$ cat config.mk
export PLATFORM = sky130hd
export DESIGN_NAME = bia_ctrl
export DESIGN_NICKNAME = d
export VERILOG_FILES = /design/src/hw/rtl/bia_pkg.sv /design/src/hw/rtl/bia_ctrl.sv
export SDC_FILE = /design/constraint.sdc
export NUM_CORES = 1
export LEC_CHECK = 0
export BUFFER_PORTS_ARGS = -buffer_cell sky130_fd_sc_hd__buf_2
export CAP_MARGIN = 20
export CORE_AREA = 2 2 39 41
export CTS_CLUSTER_DIAMETER = 150
export DETAILED_ROUTE_END_ITERATION = 6
export DIE_AREA = 0 0 41 43
export HOLD_SLACK_MARGIN = 0.12
export SETUP_SLACK_MARGIN = 0.1
export SLEW_MARGIN = 20
export SYNTH_ARGS = -nofsm -noshare
export SYNTH_HDL_FRONTEND = slang
export SYNTH_SLANG_ARGS = --single-unit
$ cat constraint.sdc
create_clock -name clk -period 1.4 [get_ports clk]
set_input_delay 0.14 -clock clk [delete_from_list [all_inputs] [get_ports clk]]
set_output_delay 0.14 -clock clk [all_outputs]
set_load 0.01 [all_outputs]
$ cat src/hw/rtl/bia_pkg.sv
// Shared constants, codes and controller/datapath interface types of the id allocator.
package bia_pkg;

	// Map geometry: one bit per id, stored as 64-bit memory words.
	localparam int ID_COUNT  = 4096;
	localparam int WORD_W    = 64;
	localparam int BIT_W     = $clog2(WORD_W);
	localparam int MAP_WORDS = (ID_COUNT + WORD_W - 1) / WORD_W;
	localparam int WADDR_W   = (MAP_WORDS > 1) ? $clog2(MAP_WORDS) : 1;

	// Field and register widths.
	localparam int ID_W      = 16;
	localparam int CNT_W     = 13;
	localparam int OP_W      = 2;
	localparam int STAT_W    = 2;
	localparam int CFG_IDX_W = 1;
	localparam int CFG_W     = 16;

	// Arithmetic on counts and offsets is carried one bit above the id width.
	localparam int AW        = ID_W + 1;
	localparam int N_W       = $clog2(ID_COUNT + 1);
	localparam int ID_SPACE  = 1 << ID_W;

	// Register reset values.
	localparam int BASE_RESET  = 300;
	localparam int COUNT_RESET = 4096;

	typedef enum logic [OP_W-1:0] {
		OP_ALLOC   = 2'd0,
		OP_RELEASE = 2'd1,
		OP_CLEAR   = 2'd2,
		OP_NONE    = 2'd3
	} op_t;

	typedef enum logic [STAT_W-1:0] {
		ST_OK       = 2'd0,
		ST_NO_FREE  = 2'd1,
		ST_RANGE    = 2'd2,
		ST_NOT_USED = 2'd3
	} status_t;

	typedef enum logic [CFG_IDX_W-1:0] {
		REG_ID_BASE  = 1'd0,
		REG_ID_COUNT = 1'd1
	} reg_t;

	typedef enum logic [2:0] {
		S_IDLE,
		S_DECODE,
		S_SCAN,
		S_REL_CHK,
		S_RESP
	} state_t;

	// Commands from the controller to the datapath.
	typedef struct packed {
		logic    load;
		logic    clear_map;
		logic    scan_start;
		logic    scan;
		logic    rel_read;
		logic    rel_write;
		logic    alloc_write;
		logic    res_set;
		logic    res_grant;
		status_t res_status;
		logic    push;
	} cmd_t;

	// Status from the datapath to the controller.
	typedef struct packed {
		op_t  op;
		logic n_zero;
		logic rel_oor;
		logic rel_used;
		logic scan_found;
		logic scan_last;
		logic out_free;
	} sts_t;

endpackage

$ cat src/hw/rtl/bia_ctrl.sv
// Controller state machine that sequences allocate, release and clear requests.
module bia_ctrl (
	input  logic           clk,
	input  logic           arst_n,
	input  logic           in_valid,
	output logic           in_ready,
	input  bia_pkg::sts_t  sts,
	output bia_pkg::cmd_t  cmd
);

	bia_pkg::state_t state_q;
	bia_pkg::state_t state_d;

	// State register.
	always_ff @(posedge clk or negedge arst_n) begin
		if (!arst_n) begin
			state_q <= bia_pkg::S_IDLE;
		end else begin
			state_q <= state_d;
		end
	end

	// Next state and commands.
	always_comb begin
		state_d        = state_q;
		cmd            = '0;
		cmd.res_status = bia_pkg::ST_OK;
		in_ready       = 1'b0;
		case (state_q)
			bia_pkg::S_IDLE: begin
				in_ready = 1'b1;
				if (in_valid) begin
					cmd.load = 1'b1;
					state_d  = bia_pkg::S_DECODE;
				end
			end
			bia_pkg::S_DECODE: begin
				case (sts.op)
					bia_pkg::OP_ALLOC: begin
						if (sts.n_zero) begin
							cmd.res_set    = 1'b1;
							cmd.res_status = bia_pkg::ST_NO_FREE;
							state_d        = bia_pkg::S_RESP;
						end else begin
							cmd.scan_start = 1'b1;
							state_d        = bia_pkg::S_SCAN;
						end
					end
					bia_pkg::OP_RELEASE: begin
						if (sts.rel_oor) begin
							cmd.res_set    = 1'b1;
							cmd.res_status = bia_pkg::ST_RANGE;
							state_d        = bia_pkg::S_RESP;
						end else begin
							cmd.rel_read = 1'b1;
							state_d      = bia_pkg::S_REL_CHK;
						end
					end
					bia_pkg::OP_CLEAR: begin
						cmd.clear_map = 1'b1;
						cmd.res_set   = 1'b1;
						state_d       = bia_pkg::S_RESP;
					end
					default: begin
						cmd.res_set = 1'b1;
						state_d     = bia_pkg::S_RESP;
					end
				endcase
			end
			bia_pkg::S_SCAN: begin
				// Reads stream in one word a cycle; stop at the first free bit or the last word.
				cmd.scan = 1'b1;
				if (sts.scan_found) begin
					cmd.alloc_write = 1'b1;
					cmd.res_set     = 1'b1;
					cmd.res_grant   = 1'b1;
					state_d         = bia_pkg::S_RESP;
				end else if (sts.scan_last) begin
					cmd.res_set    = 1'b1;
					cmd.res_status = bia_pkg::ST_NO_FREE;
					state_d        = bia_pkg::S_RESP;
				end
			end
			bia_pkg::S_REL_CHK: begin
				cmd.res_set = 1'b1;
				if (sts.rel_used) begin
					cmd.rel_write = 1'b1;
				end else begin
					cmd.res_status = bia_pkg::ST_NOT_USED;
				end
				state_d = bia_pkg::S_RESP;
			end
			bia_pkg::S_RESP: begin
				if (sts.out_free) begin
					cmd.push = 1'b1;
					state_d  = bia_pkg::S_IDLE;
				end
			end
			default: begin
				state_d = bia_pkg::S_IDLE;
			end
		endcase
	end

endmodule

==> results of run 1 <==
## layout by cell type (no fill, tap or decap), types with 2 or more instances in the layout
cell,count
buf_2,21
buf_6,8
buf_4,6
a21oi_1,3
nor2_1,3
clkbuf_4,3
inv_1,2
nor4bb_2,2
nor2_4,2
nor4_2,2
nor3_1,2
nand2_1,2
dlygate4sd3_1,2
dfrtp_2,2
## worst max-delay path, delay by kind of cell, from the launching register on
family	cells	cell delay, ps
buf+inv	2	320
simple gates	2	310
flops	1	460
## stage by stage
stage / TNS (ps) / util, % / hold slack, ps / cells
global placement: 0 / 33.45 / -63.21 / 81
detailed placement: 0 / 33.45 / -64.67 / 81
floorplan: 0 / - / -155.6 / 44
finish: -237.2 / 51.36 / 229.0 / 97
global route: -853.1 / 51.36 / 239.4 / 97
CTS: -42.69 / 46.20 / 226.0 / 95
## metal layers
layer,part of all wire [%],vias up,routed length (um)
met3,4.7,0,60
li1,-,232,-
met4,0,0,0
met1,38,222,486
met5,0,-,0
met2,57,15,727
## cell type report
class	count	area, um^2
Fill cell	144	673.1
Timing Repair Buffer	37	260.3
Sequential cell	3	77.57
Clock buffer	4	26.28
Tap cell	16	20.02
Multi-Input combinational cell	35	319.1
Inverter	2	7.507
## worst min path at each step
stage            endpoint     start
6_report       state_q[0]    arst_n
4_1_cts        state_q[0]    arst_n
2_1_floorplan  state_q[0]    arst_n
5_1_grt        state_q[0]  in_valid
3_5_place_dp   state_q[2]    arst_n
3_3_place_gp   state_q[2]    arst_n
## cell families after synthesis
| logic type | count (synthesis) |
|---|---|
| DFF | 3 |
| AOI/OAI and AO/OA | 8 |
| and+or+nand+nor | 26 |
| muxes | 1 |
| buffers and inverters | 6 |
## where the power goes
group	leakage (uW)	switching, uW	internal, uW	total (uW)
logic	0.000277	278	338	616
registers	0.0000365	60.1	117	177
clock network	0.0000150	48.3	107	155
## repair_timing
action                                 4_1_cts  5_1_grt
gates resized for setup                     19       11
pin swaps                                    5        8
endpoints found under the hold margin        4        0
hold buffers                                 2        0
buffers inserted                             8        2
setup endpoints to repair                   13       15
==> reports/qor.yml, run 1 <==
maxSlewHeadroom_pct: 82.97
use_met3_pct: 3.141
dp_slack_ps: 89.66
synth.ff_latch_count: 3
rows: 14
dp_hpwl_um: 696.9
clk_pin_slew_worst_paths_ps: 40
nets: 93
synth_top_cell_by_area: "dfrtp_1"
wl_per_cell_um: 13.12
fin_worst_skew_ps: 6.532
busiest_layer: "met2"
die_w_um: 41
period_share_pct: 104.2
end_kind: "output port"
crit_path_start_kind: "register"
vdd_drop_max_mv: 0.6658
cts_tree: "yes"
synthMuxAreaShare_pct: 3.077
hold_viol: 0
violations: "negative setup slack"
yosysWarnings: 0
cp_max_fo: 8
crit_end: "cmd[9]"
outcome: "finished, violations left"
critPathSlowestCell: "dfrtp_2"
cts_htree_levels: 1
clk_path_buf_depth: 2
synth_xor_area_share_pct: 0
synth_top_family_by_area: "simple AND/OR/NAND/NOR gates"
globalRouteMet1Util_pct: 16.77
finalPower_uw: 948.5
reg2reg_from: "state_q[0]"
netlist_area_um2: 325.3
yosys.area.top_type_share_pct: 23.08
route.detailed.drc: 0
synthFlopType: "dfrtp_1"
rsz0062_at_grt: "true"
ctsRootBufferMaster: "clkbuf_4"
synth-compound-area-share_pct: 16.54
pin_count: 24
reg_top3: "state_q x3"
largest_reg_flops: 3
synth_edf_count: 0
start_util_pct: 23.51
synthAdderAreaFrac_pct: 0
post-synth-top-count-cell: "nor2_1"
holdCritPathClass: "input pin to asynchronous set/reset pin"
vias_per_cell: 4.835
crit_chain: "buf_6, nand2_2, nor4_2, buf_2"
rr_worst_depth: 5
rr_endpoint: "state_q[0]"
grt-ovfl-total: 0
gp_congestion: 0.7117
coreArea_um2: 1384
drive_above_1_share_pct: 69.14
met2_usage_pct: 27.50
setup.worst_path.start: "state_q[0]"
crit_type: "register to output port"
syn-num-nets: 55
grt_pass1_vias: 445
cts.sinks: 3
clock_latency_ps: 240
top_register: "state_q"
slew_violations: 0
initialDrtViolationCount: 6
die_y_um: 43
ff2ff_setup_slack_ps: 60
grt_antenna_before_repair: 0
place_area_um2: 462.9
num_vias: 469
cts_made_buffers: 3
slowest_delay_ps: 460
ys_top_cells_by_area: "dfrtp_1 23%, nor4b_1 8.1%, nor2_1 6.9%, nor4bb_1 6.2%, a21oi_1 4.6%"
antenna_cells: 0
setup_viol: 7
worstPathArrival_ps: 1320
netlist_top_cells_count: "6 x nor2_1, 3 x a21oi_1, 3 x dfrtp_1, 3 x nand2_1, 3 x nor4b_1"
synth_area_per_cell_um2: 7.393
synthSimpleGateAreaFrac_pct: 48.85
timing.final.crit_period_ps: 1458
synth-async-reset-ratio_pct: 100.0
ys_seq_area_share_pct: 23.08
die_area_um2: 1763
timing.fmax_ghz: 0.6857
track_usage_pct: 16.18
first_pass_iters: 2
cap_violations: 0
grt_max_degree: 9
setup_ws_ps: -58.27
fin_area_um2: 710.7
port_buffers: 23
ys_types: 24
worst_pin_slew_ps: 248.3
netlist_instances: 44
required_ps: 1260
syn_to_final_growth_pct: 118.5
power_leakage_uw: 0.0003282
power_density_nw_per_um2: 1335
grt_pass1_wl_um: 1918
wl_um: 1273
antenna_left: 0
No activity file was read; power rests on OpenSTA's default activity.
==> run 2: changes to the inputs <==
--- a/config.mk
+++ b/config.mk
@@ -6,7 +6,6 @@
 export NUM_CORES = 1
 export LEC_CHECK = 0
 export BUFFER_PORTS_ARGS = -buffer_cell sky130_fd_sc_hd__buf_2
-export CAP_MARGIN = 20
 export CORE_AREA = 2 2 39 41
 export CTS_CLUSTER_DIAMETER = 150
 export DETAILED_ROUTE_END_ITERATION = 6
@@ -17,3 +16,4 @@
 export SYNTH_ARGS = -nofsm -noshare
 export SYNTH_HDL_FRONTEND = slang
 export SYNTH_SLANG_ARGS = --single-unit
+export TNS_END_PERCENT = 1
==> reports/qor.yml, run 2 (same netlist as run 1, synthesis figures left out) <==
outcome: "finished, violations left"
violations: "negative setup slack"
die_y_um: 43  # unchanged
cts.sinks: 3  # unchanged
cts_htree_levels: 1  # unchanged
gp_congestion: 0.7117  # unchanged
port_buffers: 23  # unchanged
crit_path_start_kind: "register"
layout_commonest_cell: "buf_2"
cap_violations: 0  # unchanged
antenna_left: 0  # unchanged
num_vias: 462  # -1.5%
end_kind: "output port"
power_leakage_uw: 0.0003096  # -5.7%
crit_type: "register to output port"
cts_tree: "yes"
rows: 14  # unchanged
drive_above_1_share_pct: 62.82  # -6.3 points
grt-ovfl-total: 0  # unchanged
coreArea_um2: 1384  # unchanged
worst_pin_slew_ps: 235.9  # -12.37 ps
holdCritPathClass: "input pin to asynchronous set/reset pin"
hold_viol: 0  # unchanged
critPathSlowestCell: "dfrtp_2"
wl_per_cell_um: 12.51  # -4.7%
antenna_cells: 0  # unchanged
dp_slack_ps: 89.66  # unchanged
start_util_pct: 23.51  # unchanged
clock_latency_ps: 240  # about the same
setup_viol: 6  # -1
track_usage_pct: 15.68  # -0.50 points
vias_per_cell: 4.915  # +1.7%
combPwrFrac_pct: 60.9  # -4.0 points
required_ps: 1260  # about the same
p_seq_share_pct: 20.5  # +1.8 points
p_sw_uw: 349.9  # -9.4%
dp.cells: 81  # unchanged
cts_made_buffers: 3  # unchanged
slowest_delay_ps: 450  # about the same
pin_count: 24  # unchanged
clockPowerShare_pct: 18.6  # +2.2 points
die_w_um: 41  # unchanged
grt_max_degree: 9  # unchanged
grt_pass1_vias: 430  # -3.4%
dp_hpwl_um: 696.9  # unchanged
timing.final.crit_period_ps: 1435  # -23.56 ps
critPathBufInv: 1  # -1
die_area_um2: 1763  # unchanged
setup.worst_path.start: "state_q[1]"
clk_path_buf_depth: 2  # unchanged
grt_pass1_wl_um: 1849  # -3.6%
final_cell_mix: "23 x buf_2, 5 x buf_4, 4 x nor2_1, 4 x buf_6"
first_pass_iters: 4  # +2
p_sw_share_pct: 41.38  # +0.67 points
largest_reg_flops: 3  # unchanged
crit_chain: "nor4bb_2, a21oi_1, nor2_1, buf_2"
internal_power_uw: 495.8  # -12%
fin_hold_ws_ps: 213.3  # -15.75 ps
stdcell_count: 94  # -3.1%
setup_ws_ps: -34.71  # +23.56 ps
wl_um: 1176  # -7.6%
top_register: "state_q"
worstPathArrival_ps: 1290  # -30 ps
initialDrtViolationCount: 5  # -1
syn_to_final_growth_pct: 96.54
reg2reg_from: "state_q[0]"
ctsRootBufferMaster: "clkbuf_4"
vdd_drop_max_mv: 0.6587  # -1.1%
maxSlewHeadroom_pct: 83.82  # +0.85 points
grt_antenna_before_repair: 0  # unchanged
reg_top3: "state_q x3"
power_density_nw_per_um2: 1323  # -0.89%
slew_violations: 0  # unchanged
fin_worst_skew_ps: 6.152  # -0.3797 ps
nets: 90  # -3.2%
period_share_pct: 102.5  # -1.7 points
clk_pin_slew_worst_paths_ps: 40  # about the same
rsz0062_at_grt: "true"
cp_max_fo: 6  # -2
route.detailed.drc: 0  # unchanged
path_delay_family: "flip-flops"
timing.fmax_ghz: 0.6970  # +1.6%
fillers: 153  # +6.3%
[run 2: per-stage QoR]
step	total power, uW	setup TNS, ps	instance area [um^2]	utilization (%)
after floorplan	372.8	0	332.8	-
after global placement	491.6	0	462.9	33.45
after detailed placement	497.0	0	462.9	33.45
after CTS	812.1	-28.20	609.3	44.03
after global routing	917.5	-685.8	639.4	46.20
final	845.7	-83.32	639.4	46.20
[run 2: power groups by stage]
stage,sequential (uW),combinational [uW],clock [uW]
after CTS,169,485,158
after floorplan,130,243,0
after global routing,181,561,176
after global placement,181,311,0
final,174,515,157
after detailed placement,185,312,0
[run 2: repair_timing]
action / 4_1_cts / 5_1_grt
pin swaps: 4 / 3
resized for setup: 15 / 5
hold endpoints to repair: 4 / 0
setup endpoints to repair: 13 / 15
hold buffers: 2 / 0
setup buffers: 7 / 0
[run 2: final cells by class]
| cell class | instances | area, um^2 | share of cell area (%) |
|---|---|---|---|
| timing repair buffer | 34 | 217.7 | 34.05 |
| sequential | 3 | 77.57 | 12.13 |
| clock buffer | 4 | 26.28 | 4.110 |
| tap | 16 | 20.02 | 3.131 |
| inverter | 2 | 7.507 | 1.174 |
| multi-input combinational | 35 | 290.3 | 45.40 |
[run 2: final timing paths]
kind	endpoint	slack, ps	cells after the start
worst max-delay path	cmd[2]	-30	4
worst min-delay path	state_q[0]	210	2
min in group clk	state_q[0]	240	3
worst min register to register	state_q[1]	640	2
max in group asynchronous	state_q[1]	1060	2
worst max register to register	state_q[0]	110	5
[run 2: layer usage]
layer  GRT usage (%)  vias up  wire [um]
met4           10.00        0         10
met1           14.84      216        452
met5               0        -          0
li1                -      229          -
met2           27.81       15        656
met3           3.141        2         57
==> run 3: changes to the inputs <==
--- a/config.mk
+++ b/config.mk
@@ -5,9 +5,11 @@
 export SDC_FILE = /design/constraint.sdc
 export NUM_CORES = 1
 export LEC_CHECK = 0
+export ABC_AREA = 1
 export BUFFER_PORTS_ARGS = -buffer_cell sky130_fd_sc_hd__buf_2
 export CORE_AREA = 2 2 39 41
 export CTS_CLUSTER_DIAMETER = 150
+export CTS_CLUSTER_SIZE = 8
 export DETAILED_ROUTE_END_ITERATION = 6
 export DIE_AREA = 0 0 41 43
 export HOLD_SLACK_MARGIN = 0.12
==> reports/qor.yml, run 3 <==
dp_hpwl_um: 728.1  # +4.5%
maxSlewHeadroom_pct: 81.36  # -2.5 points
end_kind: "output port"
timing.final.crit_period_ps: 1352  # -82.54 ps
cp_max_fo: 9  # +3
hold_viol: 0  # unchanged
multi_input_area_um2: 206.4  # -29%
synthSimpleGateAreaFrac_pct: 59.39  # +11 points
cts_tree: "yes"
ys_top_cells_by_area: "dfrtp_1 23%, nand3_1 15%, inv_1 10%, nand2_1 8.0%, nor2_2 7.7%"
antenna_cells: 0  # unchanged
post-synth-top-count-cell: "nand3_1"
first_pass_iters: 4  # unchanged
nets: 92  # +2.2%
cts_htree_levels: 1  # unchanged
timing.fmax_ghz: 0.7396  # +6.1%
worstPathArrival_ps: 1210  # -80 ps
netlist_top_cells_count: "10 x nand3_1, 9 x inv_1, 7 x nand2_1"
tns_ps: 0  # +83.32 ps
synth-async-reset-ratio_pct: 100.0  # unchanged
vdd_drop_max_mv: 0.8230  # +25%
fin_worst_skew_ps: 4.895  # -1.257 ps
die_area_um2: 1763  # unchanged
register_area_um2: 77.57  # unchanged
gp_congestion: 0.7184  # +0.94%
clk_pin_slew_worst_paths_ps: 40  # about the same
finish.utilization_pct: 37.16  # -9.0 points
synth_top_cell_by_area: "dfrtp_1"
wl_um: 889  # -24%
period_share_pct: 96.58  # -5.9 points
reg_top3: "state_q x3"
track_usage_pct: 11.76  # -3.9 points
netlist_instances: 52  # +18%
num_vias: 414  # -10%
start_util_pct: 23.60  # +0.090 points
rsz0062_at_grt: "true"
yosys.area.top_type_share_pct: 22.99  # -0.088 points
syn-num-nets: 63  # +15%
clk_path_buf_depth: 2  # unchanged
power_density_nw_per_um2: 1442  # +9.0%
initialDrtViolationCount: 5  # unchanged
reg2reg_from: "state_q[1]"
outcome: "finished clean"
wl_per_cell_um: 9.260  # -26%
holdCritPathClass: "input pin to asynchronous set/reset pin"
synth_area_per_cell_um2: 6.280  # -15%
grt_max_degree: 10  # +1
fillers: 150  # -2.0%
largest_reg_flops: 3  # unchanged
synthMuxAreaShare_pct: 0  # -3.1 points
rows: 14  # unchanged
die_y_um: 43  # unchanged
ff2ff_setup_slack_ps: 320  # +210 ps
route.detailed.drc: 0  # unchanged
cts.sinks: 3  # unchanged
grt_antenna_before_repair: 0  # unchanged
grt-ovfl-total: 0  # unchanged
cap_violations: 0  # unchanged
drive_above_1_share_pct: 51.25  # -12 points
rr_worst_depth: 5  # unchanged
antenna_left: 0  # unchanged
finalPower_uw: 741.7  # -12%
stdcell_count: 96  # +2.1%
required_ps: 1260  # about the same
synth-compound-area-share_pct: 1.533  # -15 points
port_buffers: 23  # unchanged
layout_commonest_cell: "buf_2"
synth_top_family_by_area: "simple AND/OR/NAND/NOR gates"
syn_to_final_growth_pct: 57.47
synth.ff_latch_count: 3  # unchanged
final_cell_mix: "22 x buf_2, 9 x nand3_1, 7 x inv_1"
cts_made_buffers: 3  # unchanged
crit_path_start_kind: "register"
ys_types: 14  # -42%
synth_xor_area_share_pct: 0  # unchanged
grt_pass1_vias: 408  # -5.1%
coreArea_um2: 1384  # unchanged
ys_seq_area_share_pct: 22.99  # -0.088 points
yosysWarnings: 0  # unchanged
synthFlopType: "dfrtp_1"
netlist_area_um2: 326.6  # +0.38%
crit_type: "register to output port"
clock_latency_ps: 230  # about the same
setup.worst_path.start: "state_q[0]"
setup_viol: 0  # -6
ctsRootBufferMaster: "clkbuf_4"
dp.cells: 89  # +9.9%
synth_edf_count: 0  # unchanged
synthAdderAreaFrac_pct: 0  # unchanged
die_w_um: 41  # unchanged
worst_pin_slew_ps: 277.0  # +41.13 ps
grt_pass1_wl_um: 1449  # -22%
slew_violations: 0  # unchanged
power_leakage_uw: 0.0002947  # -4.8%
setup_ws_ps: 47.83  # +82.54 ps
dp_slack_ps: 185.3  # +95.65 ps
pin_count: 24  # unchanged
rr_endpoint: "state_q[0]"
top_register: "state_q"
vias_per_cell: 4.313  # -12%
[run 3: cell count changes after synthesis, sizes merged, moves of 3 or more]
cell,change
nand3,+11
inv,+8
nand2,+4
nor2,+4
a21oi,-3
nor3,+3
nor4b,-3
[run 3: how the worst max path moves through the flow]
stage	slack, ps	to	depth (start not counted)
2_1_floorplan	140	cmd[5]	4
3_3_place_gp	200	cmd[4]	5
3_5_place_dp	190	cmd[4]	5
4_1_cts	30	cmd[0]	2
5_1_grt	-30	cmd[1]	6
6_report	50	cmd[0]	2
[run 3: cell families after synthesis]
| logic type | after synthesis |
|---|---|
| DFF | 3 |
| and+or+nand+nor | 36 |
| AOI/OAI and AO/OA | 1 |
| buffers and inverters | 12 |
[run 3: layout make-up]
cell class                      count  area share [%]
Timing Repair Buffer               26           28.47
Multi-Input combinational cell     37           40.15
Inverter                           10           7.299
Sequential cell                     3           15.09
Tap cell                           16           3.893
Clock buffer                        4           5.109
[run 3: through the flow]
stage,instance area (um^2),hold slack [ps]
after floorplan,326.6,-155.6
after global placement,446.7,-64.33
after detailed placement,446.7,-63.42
after CTS,505.5,227.3
after global routing,514.2,226.1
final,514.2,228.5
[run 3: repair_timing]
| item | 4_1_cts | 5_1_grt |
|---|---|---|
| hold buffers | 1 | 0 |
| endpoints found under the hold margin | 3 | 0 |
| gates resized for setup | 5 | 2 |
| endpoints found under the setup margin | 10 | 13 |
| pin swaps | 2 | 3 |
| buffers inserted | 2 | 0 |
[run 3: power breakdown]
part | internal (uW) | switching (uW)
clock network | 107 | 42.5
registers | 122 | 59.7
logic | 171 | 240
[run 3: metal layers]
layer  wire, um  track usage [%]  part of all wire, %  vias up
met5          0                0                    0        -
met4          0            4.000                    0        0
met3         69            3.141                  7.8        0
met2        433            19.69                   49       14
met1        386            13.55                   43      178
li1           -                -                    -      222
[run 3: worst max-delay path, stage by stage, from the launching register on]
cell and delay (ps):
dfrtp_2 470, nor4_1 320, buf_2 190
